<file path="src/hdl/assert_macros.svh">
// Assertion macros used by the top level of the draw batch slot binder.
`ifndef ASSERT_MACROS_SVH
`define ASSERT_MACROS_SVH

// Check a property on every rising clock edge outside reset.
`define ASSERT_CLK(label, prop, msg) \
	label: assert property (@(posedge clk) disable iff (!arst_n) (prop)) else $error(msg);

// Check that a condition never holds outside reset.
`define ASSERT_NEVER(label, cond, msg) \
	`ASSERT_CLK(label, !(cond), msg)

`endif

</file>
<file path="src/hdl/dbtsb_pkg.sv">
// Types and constants shared by the draw batch slot binder modules.
package dbtsb_pkg;

	// Command opcodes
	localparam logic [2:0] OP_BEGIN  = 3'd0;
	localparam logic [2:0] OP_QUAD   = 3'd1;
	localparam logic [2:0] OP_TEX    = 3'd2;
	localparam logic [2:0] OP_CIRCLE = 3'd3;
	localparam logic [2:0] OP_LINE   = 3'd4;
	localparam logic [2:0] OP_END    = 3'd5;
	localparam logic [2:0] OP_RSTAT  = 3'd6;

	// Register indexes (paddr bit 2) and reset values
	localparam logic REG_QUAD_LIMIT = 1'b0;
	localparam logic REG_SLOT_LIMIT = 1'b1;
	localparam logic [13:0] QUAD_LIMIT_RST = 14'd8192;
	localparam logic [5:0]  SLOT_LIMIT_RST = 6'd32;

	// Result kinds
	localparam logic KIND_ACK  = 1'b0;
	localparam logic KIND_DRAW = 1'b1;

	typedef enum logic [2:0] {
		CMD_BEGIN,
		CMD_QUAD,
		CMD_TEX,
		CMD_CIRCLE,
		CMD_LINE,
		CMD_END,
		CMD_RSTAT,
		CMD_NOP
	} cmd_class_t;

	typedef struct packed {
		cmd_class_t  cls;
		logic [31:0] tex;
	} cmd_t;

	typedef struct packed {
		logic full;
		logic empty;
	} q_stat_t;

	typedef struct packed {
		logic [13:0] quad_limit;
		logic [5:0]  slot_limit;
	} cfg_t;

	typedef enum logic [1:0] {
		PRIM_QUADS,
		PRIM_CIRCLES,
		PRIM_LINES
	} prim_t;

	typedef enum logic [2:0] {
		BK_IDLE,
		BK_CHECK,
		BK_FLUSH,
		BK_SEARCH,
		BK_ACK
	} back_state_t;

endpackage

</file>
<file path="src/hdl/draw_batch_texture_slot_binder_top.sv">
// Top level of the draw batch texture slot binder: config registers and instances.
// Each request passes the front register and the queue; the back end then checks it, flushes
// the batch over the primitives if needed, searches the slot table for a textured quad (flushing
// again when the table is full) and acknowledges, and result stalls hold every result back.
// A 2-entry queue and a front register hold up to 3 more requests while one is worked on.
// Reset (arst_n low, asynchronous): batch empty, slot fill 1, totals zero, limits 8192, 32.
module draw_batch_texture_slot_binder_top import dbtsb_pkg::*; #(
	parameter int MAX_QUADS = 8192,
	parameter int TEX_SLOTS = 32
) (
	input  logic        clk,
	input  logic        arst_n,
	input  logic        cmd_valid,
	output logic        cmd_stall,
	input  logic [2:0]  opcode,
	input  logic [31:0] texture_id,
	output logic        res_valid,
	input  logic        res_stall,
	output logic        kind,
	output logic [1:0]  primitive_res,
	output logic [16:0] draw_count,
	output logic [5:0]  slots_in_use,
	output logic [4:0]  tex_slot,
	output logic        last,
	output logic [31:0] draw_calls_total,
	output logic [31:0] quads_total,
	input  logic        psel,
	input  logic        penable,
	input  logic        pwrite,
	input  logic [2:0]  paddr,
	input  logic [31:0] pwdata,
	output logic [31:0] prdata,
	output logic        pready
);

	`include "assert_macros.svh"

	cfg_t    cfg_q;
	q_stat_t q_stat;
	logic    push;
	cmd_t    push_data;
	logic    pop;
	cmd_t    pop_data;
	logic    cfg_wr;

	// Configuration registers
	assign pready = 1'b1;
	assign cfg_wr = psel && penable && pwrite && pready;

	always_ff @(posedge clk or negedge arst_n) begin
		if (!arst_n) begin
			cfg_q.quad_limit <= QUAD_LIMIT_RST;
			cfg_q.slot_limit <= SLOT_LIMIT_RST;
		end else if (cfg_wr) begin
			unique case (paddr[2])
				REG_QUAD_LIMIT: cfg_q.quad_limit <= pwdata[13:0];
				REG_SLOT_LIMIT: cfg_q.slot_limit <= pwdata[5:0];
				default: begin
				end
			endcase
		end
	end

	// Read back the addressed register
	always_comb begin
		unique case (paddr[2])
			REG_QUAD_LIMIT: prdata = {18'd0, cfg_q.quad_limit};
			REG_SLOT_LIMIT: prdata = {26'd0, cfg_q.slot_limit};
			default:        prdata = 32'd0;
		endcase
	end

	dbtsb_front u_front (
		.clk        (clk),
		.arst_n     (arst_n),
		.cmd_valid  (cmd_valid),
		.cmd_stall  (cmd_stall),
		.opcode     (opcode),
		.texture_id (texture_id),
		.q_stat     (q_stat),
		.push       (push),
		.push_data  (push_data)
	);

	dbtsb_queue u_queue (
		.clk       (clk),
		.arst_n    (arst_n),
		.push      (push),
		.push_data (push_data),
		.pop       (pop),
		.pop_data  (pop_data),
		.q_stat    (q_stat)
	);

	dbtsb_back #(
		.MAX_QUADS (MAX_QUADS),
		.TEX_SLOTS (TEX_SLOTS)
	) u_back (
		.clk              (clk),
		.arst_n           (arst_n),
		.cfg              (cfg_q),
		.q_stat           (q_stat),
		.q_data           (pop_data),
		.pop              (pop),
		.res_stall        (res_stall),
		.res_valid        (res_valid),
		.kind             (kind),
		.primitive_res    (primitive_res),
		.draw_count       (draw_count),
		.slots_in_use     (slots_in_use),
		.tex_slot         (tex_slot),
		.last             (last),
		.draw_calls_total (draw_calls_total),
		.quads_total      (quads_total)
	);

	// Queue is never pushed when full nor popped when empty
	`ASSERT_NEVER(a_push_full, push && q_stat.full, "queue pushed while full")
	`ASSERT_NEVER(a_pop_empty, pop && q_stat.empty, "queue popped while empty")
	// Acknowledgements close a command, draw calls never do
	`ASSERT_CLK(a_last_kind, res_valid |-> (kind != last), "last flag disagrees with kind")
	// Draw calls carry no texture slot
	`ASSERT_CLK(a_draw_slot, (res_valid && kind) |-> (tex_slot == 5'd0), "draw call carries a slot")

endmodule

</file>
<file path="src/hdl/dbtsb_front.sv">
// Front end: accepts command requests, decodes them and pushes them into the queue.
module dbtsb_front import dbtsb_pkg::*; (
	input  logic        clk,
	input  logic        arst_n,
	input  logic        cmd_valid,
	output logic        cmd_stall,
	input  logic [2:0]  opcode,
	input  logic [31:0] texture_id,
	input  q_stat_t     q_stat,
	output logic        push,
	output cmd_t        push_data
);

	logic       valid_s1;
	cmd_t       cmd_s1;
	cmd_class_t cls;
	logic       accept;

	// Decode the opcode into a command class
	always_comb begin
		unique case (opcode)
			OP_BEGIN:  cls = CMD_BEGIN;
			OP_QUAD:   cls = CMD_QUAD;
			OP_TEX:    cls = CMD_TEX;
			OP_CIRCLE: cls = CMD_CIRCLE;
			OP_LINE:   cls = CMD_LINE;
			OP_END:    cls = CMD_END;
			OP_RSTAT:  cls = CMD_RSTAT;
			default:   cls = CMD_NOP;
		endcase
	end

	// Hold the request while the queue is full
	assign cmd_stall = valid_s1 && q_stat.full;
	assign accept    = cmd_valid && !cmd_stall;
	assign push      = valid_s1 && !q_stat.full;
	assign push_data = cmd_s1;

	always_ff @(posedge clk or negedge arst_n) begin
		if (!arst_n) begin
			valid_s1 <= 1'b0;
		end else if (accept) begin
			valid_s1 <= 1'b1;
		end else if (push) begin
			valid_s1 <= 1'b0;
		end
	end

	always_ff @(posedge clk) begin
		if (accept) begin
			cmd_s1.cls <= cls;
			cmd_s1.tex <= texture_id;
		end
	end

endmodule

</file>
<file path="src/hdl/dbtsb_queue.sv">
// Two-entry command queue between the front end and the back end.
module dbtsb_queue import dbtsb_pkg::*; (
	input  logic    clk,
	input  logic    arst_n,
	input  logic    push,
	input  cmd_t    push_data,
	input  logic    pop,
	output cmd_t    pop_data,
	output q_stat_t q_stat
);

	localparam int DEPTH = 2;

	cmd_t       entry_q [DEPTH];
	logic       wr_ptr_q;
	logic       rd_ptr_q;
	logic [1:0] count_q;

	assign pop_data     = entry_q[rd_ptr_q];
	assign q_stat.full  = (count_q == 2'(DEPTH));
	assign q_stat.empty = (count_q == 2'd0);

	// Advance pointers and count
	always_ff @(posedge clk or negedge arst_n) begin
		if (!arst_n) begin
			wr_ptr_q <= 1'b0;
			rd_ptr_q <= 1'b0;
			count_q  <= 2'd0;
		end else begin
			if (push) begin
				wr_ptr_q <= ~wr_ptr_q;
			end
			if (pop) begin
				rd_ptr_q <= ~rd_ptr_q;
			end
			if (push && !pop) begin
				count_q <= count_q + 2'd1;
			end else if (pop && !push) begin
				count_q <= count_q - 2'd1;
			end
		end
	end

	always_ff @(posedge clk) begin
		if (push) begin
			entry_q[wr_ptr_q] <= push_data;
		end
	end

endmodule

</file>
<file path="src/hdl/dbtsb_back.sv">
// Back end: batch counters, slot table, draw call sequencing and result register.
module dbtsb_back import dbtsb_pkg::*; #(
	parameter int MAX_QUADS = 8192,
	parameter int TEX_SLOTS = 32
) (
	input  logic        clk,
	input  logic        arst_n,
	input  cfg_t        cfg,
	input  q_stat_t     q_stat,
	input  cmd_t        q_data,
	output logic        pop,
	input  logic        res_stall,
	output logic        res_valid,
	output logic        kind,
	output logic [1:0]  primitive_res,
	output logic [16:0] draw_count,
	output logic [5:0]  slots_in_use,
	output logic [4:0]  tex_slot,
	output logic        last,
	output logic [31:0] draw_calls_total,
	output logic [31:0] quads_total
);

	localparam logic [13:0] QLIM_MAX = 14'(MAX_QUADS);
	localparam logic [5:0]  SLIM_MAX = 6'(TEX_SLOTS);

	back_state_t state_q, state_d;

	cmd_t        cmd_q, cmd_d;
	logic [4:0]  slot_q, slot_d;
	prim_t       flush_idx_q, flush_idx_d;
	logic        flush_clear_q, flush_clear_d;
	logic        ret_search_q, ret_search_d;

	logic [5:0]  slot_fill_q, slot_fill_d;
	logic [13:0] quad_cnt_q, quad_cnt_d;
	logic [13:0] circle_cnt_q, circle_cnt_d;
	logic [15:0] line_cnt_q, line_cnt_d;
	logic [31:0] dcalls_q, dcalls_d;
	logic [31:0] quads_q, quads_d;

	logic [31:0] slot_table_q [1:TEX_SLOTS-1];
	logic        tbl_wr;

	// Result register
	logic        res_valid_q, res_valid_d;
	logic        res_load;
	logic        res_kind_d, res_kind_q;
	logic [1:0]  res_prim_d, res_prim_q;
	logic [16:0] res_cnt_d, res_cnt_q;
	logic [5:0]  res_slots_d, res_slots_q;
	logic [4:0]  res_slot_d, res_slot_q;
	logic        res_last_d, res_last_q;

	logic [13:0] qlim;
	logic [5:0]  slim;
	logic        out_free;
	logic        hit;
	logic [4:0]  hit_idx;
	logic        need_flush;
	logic        fl_nz;
	logic [16:0] fl_cnt;
	logic [5:0]  fl_slots;
	prim_t       fl_next;

	// Saturate the limits to their legal ranges
	always_comb begin
		qlim = cfg.quad_limit;
		if (qlim == 14'd0) begin
			qlim = 14'd1;
		end else if (qlim > QLIM_MAX) begin
			qlim = QLIM_MAX;
		end
		slim = cfg.slot_limit;
		if (slim < 6'd2) begin
			slim = 6'd2;
		end else if (slim > SLIM_MAX) begin
			slim = SLIM_MAX;
		end
	end

	// Compare all bound slots in parallel, lowest match wins
	always_comb begin
		hit     = 1'b0;
		hit_idx = 5'd0;
		for (int i = TEX_SLOTS - 1; i >= 1; i--) begin
			if (6'(i) < slot_fill_q && slot_table_q[i] == cmd_q.tex) begin
				hit     = 1'b1;
				hit_idx = 5'(i);
			end
		end
	end

	// Select the pending draw call of the current flush step
	always_comb begin
		unique case (flush_idx_q)
			PRIM_QUADS: begin
				fl_nz    = (quad_cnt_q != 14'd0);
				fl_cnt   = 17'({quad_cnt_q, 2'b00}) + 17'({quad_cnt_q, 1'b0});
				fl_slots = slot_fill_q;
				fl_next  = PRIM_CIRCLES;
			end
			PRIM_CIRCLES: begin
				fl_nz    = (circle_cnt_q != 14'd0);
				fl_cnt   = 17'({circle_cnt_q, 2'b00}) + 17'({circle_cnt_q, 1'b0});
				fl_slots = 6'd0;
				fl_next  = PRIM_LINES;
			end
			PRIM_LINES: begin
				fl_nz    = (line_cnt_q != 16'd0);
				fl_cnt   = {1'b0, line_cnt_q};
				fl_slots = 6'd0;
				fl_next  = PRIM_QUADS;
			end
			default: begin
				fl_nz    = 1'b0;
				fl_cnt   = 17'd0;
				fl_slots = 6'd0;
				fl_next  = PRIM_QUADS;
			end
		endcase
	end

	// Decide whether the command forces its batch out first
	always_comb begin
		case (cmd_q.cls) inside
			CMD_QUAD, CMD_TEX: need_flush = (quad_cnt_q >= qlim);
			CMD_CIRCLE:        need_flush = (circle_cnt_q >= qlim);
			CMD_LINE:          need_flush = (({1'b0, line_cnt_q} + 17'd2) >
				{1'b0, qlim, 2'b00});
			CMD_END:           need_flush = 1'b1;
			default:           need_flush = 1'b0;
		endcase
	end

	assign out_free = !res_valid_q || !res_stall;

	// Sequence one command: check, flush, slot search, acknowledge
	always_comb begin
		state_d       = state_q;
		cmd_d         = cmd_q;
		slot_d        = slot_q;
		flush_idx_d   = flush_idx_q;
		flush_clear_d = flush_clear_q;
		ret_search_d  = ret_search_q;
		slot_fill_d   = slot_fill_q;
		quad_cnt_d    = quad_cnt_q;
		circle_cnt_d  = circle_cnt_q;
		line_cnt_d    = line_cnt_q;
		dcalls_d      = dcalls_q;
		quads_d       = quads_q;
		pop           = 1'b0;
		tbl_wr        = 1'b0;
		res_load      = 1'b0;
		res_kind_d    = KIND_ACK;
		res_prim_d    = PRIM_QUADS;
		res_cnt_d     = 17'd0;
		res_slots_d   = 6'd0;
		res_slot_d    = 5'd0;
		res_last_d    = 1'b1;
		res_valid_d   = res_valid_q && res_stall;

		unique case (state_q)
			BK_IDLE: begin
				if (!q_stat.empty) begin
					pop     = 1'b1;
					cmd_d   = q_data;
					state_d = BK_CHECK;
				end
			end
			BK_CHECK: begin
				slot_d = 5'd0;
				if (need_flush) begin
					flush_idx_d   = PRIM_QUADS;
					flush_clear_d = (cmd_q.cls != CMD_END);
					ret_search_d  = (cmd_q.cls == CMD_TEX);
					state_d       = BK_FLUSH;
				end else if (cmd_q.cls == CMD_TEX) begin
					state_d = BK_SEARCH;
				end else begin
					state_d = BK_ACK;
				end
			end
			BK_FLUSH: begin
				if (!fl_nz || out_free) begin
					if (fl_nz) begin
						res_load    = 1'b1;
						res_kind_d  = KIND_DRAW;
						res_prim_d  = flush_idx_q;
						res_cnt_d   = fl_cnt;
						res_slots_d = fl_slots;
						res_last_d  = 1'b0;
						dcalls_d    = dcalls_q + 32'd1;
					end
					flush_idx_d = fl_next;
					if (flush_idx_q == PRIM_LINES) begin
						if (flush_clear_q) begin
							quad_cnt_d   = 14'd0;
							circle_cnt_d = 14'd0;
							line_cnt_d   = 16'd0;
							slot_fill_d  = 6'd1;
						end
						state_d = ret_search_q ? BK_SEARCH : BK_ACK;
					end
				end
			end
			BK_SEARCH: begin
				if (hit) begin
					slot_d  = hit_idx;
					state_d = BK_ACK;
				end else if (slot_fill_q >= slim) begin
					flush_idx_d   = PRIM_QUADS;
					flush_clear_d = 1'b1;
					ret_search_d  = 1'b1;
					state_d       = BK_FLUSH;
				end else begin
					tbl_wr      = 1'b1;
					slot_d      = slot_fill_q[4:0];
					slot_fill_d = slot_fill_q + 6'd1;
					state_d     = BK_ACK;
				end
			end
			BK_ACK: begin
				if (out_free) begin
					case (cmd_q.cls) inside
						CMD_QUAD, CMD_TEX: begin
							quad_cnt_d = quad_cnt_q + 14'd1;
							quads_d    = quads_q + 32'd1;
						end
						CMD_CIRCLE: begin
							circle_cnt_d = circle_cnt_q + 14'd1;
							quads_d      = quads_q + 32'd1;
						end
						CMD_LINE: begin
							line_cnt_d = line_cnt_q + 16'd2;
						end
						CMD_BEGIN: begin
							quad_cnt_d   = 14'd0;
							circle_cnt_d = 14'd0;
							line_cnt_d   = 16'd0;
							slot_fill_d  = 6'd1;
						end
						CMD_RSTAT: begin
							dcalls_d = 32'd0;
							quads_d  = 32'd0;
						end
						default: begin
						end
					endcase
					res_load   = 1'b1;
					res_slot_d = slot_q;
					state_d    = BK_IDLE;
				end
			end
			default: begin
				state_d = BK_IDLE;
			end
		endcase

		if (res_load) begin
			res_valid_d = 1'b1;
		end
	end

	// State register
	always_ff @(posedge clk or negedge arst_n) begin
		if (!arst_n) begin
			state_q <= BK_IDLE;
		end else begin
			state_q <= state_d;
		end
	end

	// Batch counters, statistics and control registers
	always_ff @(posedge clk or negedge arst_n) begin
		if (!arst_n) begin
			slot_fill_q   <= 6'd1;
			quad_cnt_q    <= 14'd0;
			circle_cnt_q  <= 14'd0;
			line_cnt_q    <= 16'd0;
			dcalls_q      <= 32'd0;
			quads_q       <= 32'd0;
			res_valid_q   <= 1'b0;
			flush_idx_q   <= PRIM_QUADS;
			flush_clear_q <= 1'b0;
			ret_search_q  <= 1'b0;
		end else begin
			slot_fill_q   <= slot_fill_d;
			quad_cnt_q    <= quad_cnt_d;
			circle_cnt_q  <= circle_cnt_d;
			line_cnt_q    <= line_cnt_d;
			dcalls_q      <= dcalls_d;
			quads_q       <= quads_d;
			res_valid_q   <= res_valid_d;
			flush_idx_q   <= flush_idx_d;
			flush_clear_q <= flush_clear_d;
			ret_search_q  <= ret_search_d;
		end
	end

	// Command, slot table and result payload
	always_ff @(posedge clk) begin
		cmd_q  <= cmd_d;
		slot_q <= slot_d;
		for (int i = 1; i < TEX_SLOTS; i++) begin
			if (tbl_wr && slot_fill_q == 6'(i)) begin
				slot_table_q[i] <= cmd_q.tex;
			end
		end
		if (res_load) begin
			res_kind_q  <= res_kind_d;
			res_prim_q  <= res_prim_d;
			res_cnt_q   <= res_cnt_d;
			res_slots_q <= res_slots_d;
			res_slot_q  <= res_slot_d;
			res_last_q  <= res_last_d;
		end
	end

	// Totals are registered counters, already updated when the result loads
	logic [31:0] tot_dcalls_q;
	logic [31:0] tot_quads_q;
	always_ff @(posedge clk) begin
		if (res_load) begin
			tot_dcalls_q <= dcalls_d;
			tot_quads_q  <= quads_d;
		end
	end

	assign res_valid        = res_valid_q;
	assign kind             = res_kind_q;
	assign primitive_res    = res_prim_q;
	assign draw_count       = res_cnt_q;
	assign slots_in_use     = res_slots_q;
	assign tex_slot         = res_slot_q;
	assign last             = res_last_q;
	assign draw_calls_total = tot_dcalls_q;
	assign quads_total      = tot_quads_q;

endmodule

</file>
<file path="config.mk">
export PLATFORM = sky130hd
export DESIGN_NAME = draw_batch_texture_slot_binder_top
export DESIGN_NICKNAME = d
export VERILOG_FILES = /design/src/hdl/dbtsb_pkg.sv /design/src/hdl/draw_batch_texture_slot_binder_top.sv /design/src/hdl/dbtsb_front.sv /design/src/hdl/dbtsb_queue.sv /design/src/hdl/dbtsb_back.sv
export VERILOG_INCLUDE_DIRS = /design/src /design/src/hdl
export SDC_FILE = /design/constraint.sdc
export NUM_CORES = 2
export LEC_CHECK = 0
export BUFFER_PORTS_ARGS = -buffer_cell sky130_fd_sc_hd__buf_2
export CORE_MARGIN = 8
export CORE_UTILIZATION = 36
export CTS_BUF_LIST = sky130_fd_sc_hd__clkbuf_4 sky130_fd_sc_hd__clkbuf_8
export CTS_CLUSTER_DIAMETER = 50
export DETAILED_ROUTE_END_ITERATION = 10
export PLACE_DENSITY_LB_ADDON = 0.15
export SETUP_SLACK_MARGIN = 0.15
export SLEW_MARGIN = 20
export SYNTH_ARGS = -nofsm -noshare
export SYNTH_HDL_FRONTEND = slang
export SYNTH_HIERARCHICAL = 1
export SYNTH_SLANG_ARGS = --single-unit
export TNS_END_PERCENT = 50
</file>
<file path="constraint.sdc">
create_clock -name clk -period 11.6 [get_ports clk]
set_input_delay 1.16 -clock clk [delete_from_list [all_inputs] [get_ports clk]]
set_output_delay 1.16 -clock clk [all_outputs]
set_load 0.05 [all_outputs]
</file>
Yosys cells after proc, flatten, opt, wreduce, memory -nomap -nowiden:

Memories as Yosys holds them, arrays and structs flattened. A register that Yosys moved wholly into a read port is not among the register bits.
Index checks and enable logic that the tools add are counted.

* register bits after elaboration: 283
* memory bits (writable): 1062
* input port bits: 77
* output and inout bits: 131
* logic and storage cells: 642
* memories kept: 2

Memory list
* u_back.slot_table_q: words 31, width 32, rd ports 31, clocked after memory_dff 0, wr ports 1, RTL line dbtsb_back.sv:42 `logic [31:0] slot_table_q [1:TEX_SLOTS-1];`
* u_queue.entry_q: words 2, width 35, rd ports 1, clocked after memory_dff 1, wr ports 1, RTL line dbtsb_queue.sv:14 `cmd_t entry_q [DEPTH];`

* $add $sub $neg: 11
* order comparisons: 38
* eq/ne operators: 102
* multiplexer cells: 317
* bitwise gates (word level): 4
* reduce and logical (&&, ||, !) cells: 140

Operator list (number)
* 32-bit 2-to-1 mux: 45
* 32-bit == test: 31
* 32-bit OR reduction: 30
* 5-bit 2-to-1 mux: 63
* 14-bit 2-to-1 mux: 13
* 1-bit 2-to-1 mux: 145
* 16-bit 2-to-1 mux: 8
* 32-bit one-hot mux with 2 select lines: 2
* 6-bit by 5-bit == test with 1-bit output (second input constant): 16
* 5-bit by 6-bit < comparator with 1-bit output (first input constant): 16
* 6-bit 2-to-1 mux: 12
* 1-bit logical AND: 70
* 32-bit by 1-bit adder with 32-bit output (second input constant): 2
* 14-bit one-hot mux with 2 select lines: 2
* 17-bit one-hot mux with 3 select lines: 1
* 6-bit by 4-bit == test with 1-bit output (second input constant): 8
* 4-bit by 6-bit < comparator with 1-bit output (first input constant): 8
* 16-bit by 15-bit adder with 17-bit output: 2
* 16-bit one-hot mux with 2 select lines: 1
* 14-bit by 1-bit adder with 14-bit output (second input constant): 2
* 14-bit greater-or-equal comparator: 2
* 14-bit nonzero test: 2
* 3-bit 2-to-1 mux: 9
* 6-bit by 3-bit == test with 1-bit output (second input constant): 4
* 50 further kinds: 118

Logic depth before layout (Yosys ltp):

An unclocked memory read counts as a cell.

* depth after elaboration: 70
* depth in mapped cells: 17
* gate-level depth less buffers: 17

By module:

Netlist, hierarchy kept.

Modules (own cells, without submodules)
* dbtsb_back: instances 1, cells an instance 3970, area each 56176.4 um2, sequential area each 36901.6 um2
* dbtsb_queue: instances 1, cells an instance 125, area each 2862.7 um2, sequential area each 2202.1 um2
* dbtsb_front: instances 1, cells an instance 43, area each 1119.8 um2, sequential area each 1076.0 um2
* draw_batch_texture_slot_binder_top: instances 1, cells an instance 80, area each 1091.0 um2, sequential area each 503.0 um2

Worst setup path after synthesis:

No wires, ideal clock.

* kind: register to register
* start: reg u_back.slot_fill_q[1]
* end: reg, netlist name u_back/slot_table_q[0][352]
* library setup time: 0.502 ns
* arrival: 5.740 ns
* data required time: 11.098 ns
* slack: 5.358 ns
* stages on the path, launching flop included: 12
* buffers on the path: 1
* clock period less this slack: 6.242 ns
* cell sequence: dfrtp_1 clkbuf_1 inv_1 ha_1 or3b_1 or3_1 o2111ai_2 nor3_2 nor4_4 nand4_2 or2_2 nor4_1

RTL lines
* start: declaration: RTL line dbtsb_back.sv:35 `logic [5:0] slot_fill_q, slot_fill_d;`
* start signal: assignment: RTL line dbtsb_back.sv:288 `slot_fill_q <= slot_fill_d;`

==> reports/metrics.yaml <==
setup_ws_ns: 5.64
worstMarginPinSlew_ns: 1.12
drive_gt1_frac: 0.166
track_usage: 0.169
critPathMaxStageDelay_ns: 0.90
finalSetupViolations: 0
hold_violations: 0
maxSlewViolCount: 0
io_pins: 208
rr_endpoint: "u_back/slot_table_q[1][167]"
fin_cells: 6968
multi_input_area_sq_um: 19100
timing.fmax_mhz: 168
grt_pass1_vias: 34600
r2r_slack_ns: 5.64
gp_congestion: 0.847
fin_crit_sh: 0.514
synth_most_common_cell: "edfxtp_1"
num-fill-cells: 15700
synthArstFlopShare: 0.106
syn_avg_cell_area_sq_um: 14.5
layout_min_cycle_time_ns: 5.96
regArea_sq_um: 40700
cts.htree.levels: 4
avgViaCountPerCell: 4.98
synthCells: 4218
synth_seq_cells: 1379
peakVddDrop_mv: 0.147
synth_common_cells: "edfxtp_1 (1233), xor2_1 (882), nor4_1 (241)"
synth_top_family_by_area: "XOR/XNOR gates"
yosysSeqAreaShare: 0.664
die_x_microns: 428
antenna_found_initial: 4
tns_ns: 0
synth-compound-area-share: 0.0365
leakagePower_nw: 24.7
path_class: "flop to flop"
endpoint_kind: "flop"
synthAdderAreaFrac: 0.0205
cts_root_buf: "clkbuf_8"
crit_chain: "nand2_1, nor3_1, a211o_1, nor4_1, nor4_2, nand4_2, nor3_4, nand3_1, nor2_2, buf_4"
grt_first_pass_wirelength_microns: 235000
initial_core_util: 0.362
synth_mux_area_frac: 0.0149
slowest_stage: "dfrtp_1"
r2r_start: "u_back/slot_fill_q[4]"
wl_per_cell_microns: 23.0
holdBufCountCts: 0
drt-total-wl_microns: 160000
path_clk_slew_ns: 0.06
holdWs_ns: 0.222
synthXorXnorAreaFrac: 0.150
cts_tree: "done"
synth_edf_count: 1233
io_buffers: 168
critical_path.top_delay_family: "simple AND/OR/NAND/NOR gates"
synth_top_area_share: 0.604
dp_cells: 6528
dp_hpwl_microns: 94500
worstPathArrival_ns: 6.50
dr_total_vias: 34700
drtIter0Drc: 2628
cts_setup_buffers: 0
reg2regPathDepth: 10
synth_ff_type: "edfxtp_1"
critical_path.startpoint_type: "flop"
worstPathMaxFanout: 32
synth-simple-area-share: 0.0862
clk_latency_ns: 0.93
yosysUniqueCellTypes: 94
placed_area_sq_um: 64600
clockBufferDepth: 3
clock_sinks: 1379
coreArea_sq_um: 169000
post-route-drc-count: 0
overflow: 0
grt_setup_unrepaired: "false"
design_area_sq_um: 69300
area_growth_pct: 13.2
ctsResizeCount: 0
grt_max_degree: 68
detailedPlace.worstSlack_ns: 5.80
ys_top_cells_by_area: "edfxtp_1 (60%), xor2_1 (13%), dfrtp_1 (5.8%)"
crit_required_ns: 12.15
final_antenna_net_count: 0
worst_hold_path_type: "input port to asynchronous set/reset pin"
die_h_microns: 428
die_area_sq_um: 184000
fin_worst_skew_ns: 0.0468
crit_buf_inv: 1
slew_headroom: 0.246
ys_warn_count: 6
maxCapViolCount: 0
yosysTopAreaCell: "edfxtp_1"
outcome: "complete, no violations"
drtPass1Iterations: 5
layout.nets: 4723
syn-cell-area_sq_um: 61200
rows: 151
powerDensity_nw_per_um2: 232
cts_made_buffers: 234
==> flip-flops by register name, summed over array words and instances, names as in the netlist, 17 cells and up <==
register / cells
u_back/draw_calls_total: 32
u_back/cmd_q: 35
u_back/slot_table_q: 992
u_back/draw_count: 17
u_back/quads_total: 32
cfg_q: 20
u_back/quads_q: 32
u_front/push_data: 35
u_queue/entry_q: 70
u_back/dcalls_q: 32
==> power by group <==
| part | total [mW] | internal, mW | switching (mW) |
|---|---|---|---|
| logic | 5.12 | 1.43 | 3.69 |
| clock network | 4.39 | 2.39 | 2.00 |
| registers | 6.61 | 6.36 | 0.250 |
==> per-stage QoR <==
stage | util | power [mW]
3_5_place_dp | 0.382 | 11.9
5_1_grt | 0.410 | 16.9
6_report | 0.410 | 16.1
2_1_floorplan | - | 10.1
4_1_cts | 0.409 | 16.4
3_3_place_gp | 0.382 | 11.9
==> placed cells by master, fill, tap and decap left out, types with 64 or more instances in the layout <==
cell type / synthesis / routed
a21oi_1: 71 / 71
buf_2: 54 / 167
buf_4: 82 / 113
clkbuf_4: 0 / 79
clkbuf_8: 0 / 242
clkinv_1: 0 / 67
dfrtp_1: 143 / 142
edfxtp_1: 1233 / 1233
ha_1: 97 / 97
inv_1: 69 / 69
nand2_1: 173 / 172
nand3_1: 97 / 97
nand4_1: 83 / 83
nor2_1: 179 / 157
nor3_1: 66 / 64
nor4_1: 241 / 238
o21ai_0: 124 / 124
xnor2_1: 169 / 169
xor2_1: 882 / 882
==> logic make-up after synthesis <==
family	Yosys count
flops	1379
simple gates	990
other cells	3
fa+ha+maj	99
mux	69
compound gates	346
xor+xnor	1051
buf+inv	281
==> layer usage <==
metal | routed length [microns] | vias up | part of all wire | GRT usage
li1 | - | 16100 | - | -
met1 | 74300 | 17600 | 0.46 | 0.232
met2 | 76200 | 804 | 0.48 | 0.279
met3 | 6770 | 211 | 0.042 | 0.0315
met4 | 2830 | 0 | 0.018 | 0.0405
met5 | 0 | - | 0 | 0
==> worst reg2reg max path: cells and delay by family, from the launching register on <==
family	cells	cell delay (ns)
AOI/OAI and AO/OA	1	0.23
buffers and inverters	1	0.41
DFF	1	0.90
and+or+nand+nor	8	4.01
==> how the worst max path moves through the flow <==
| stage | from | to | slack [ns] | cells past startpoint |
|---|---|---|---|---|
| floorplan | u_back/slot_fill_q[1] | u_back/slot_table_q[0][352] | 5.36 | 11 |
| global placement | u_back/cmd_q[11] | u_back/slot_table_q[1][451] | 5.85 | 12 |
| detailed placement | u_back/cmd_q[11] | u_back/slot_table_q[1][451] | 5.80 | 12 |
| CTS | u_back/cmd_q[31] | u_back/slot_table_q[1][457] | 5.75 | 12 |
| global route | u_back/slot_fill_q[4] | u_back/slot_table_q[1][197] | 5.51 | 11 |
| finish | u_back/slot_fill_q[4] | u_back/slot_table_q[1][167] | 5.64 | 10 |
==> cell type report <==
type | count | share of cell area
flip-flops and latches | 1379 | 0.587
inverters | 70 | 0.00379
diodes | 4 | 0.000144
well taps | 2218 | 0.0400
clock inverters | 114 | 0.0113
clock buffers | 321 | 0.0566
repair buffers | 287 | 0.0263
multi-input cells | 2575 | 0.275
(Power assumes the default switching activity.)
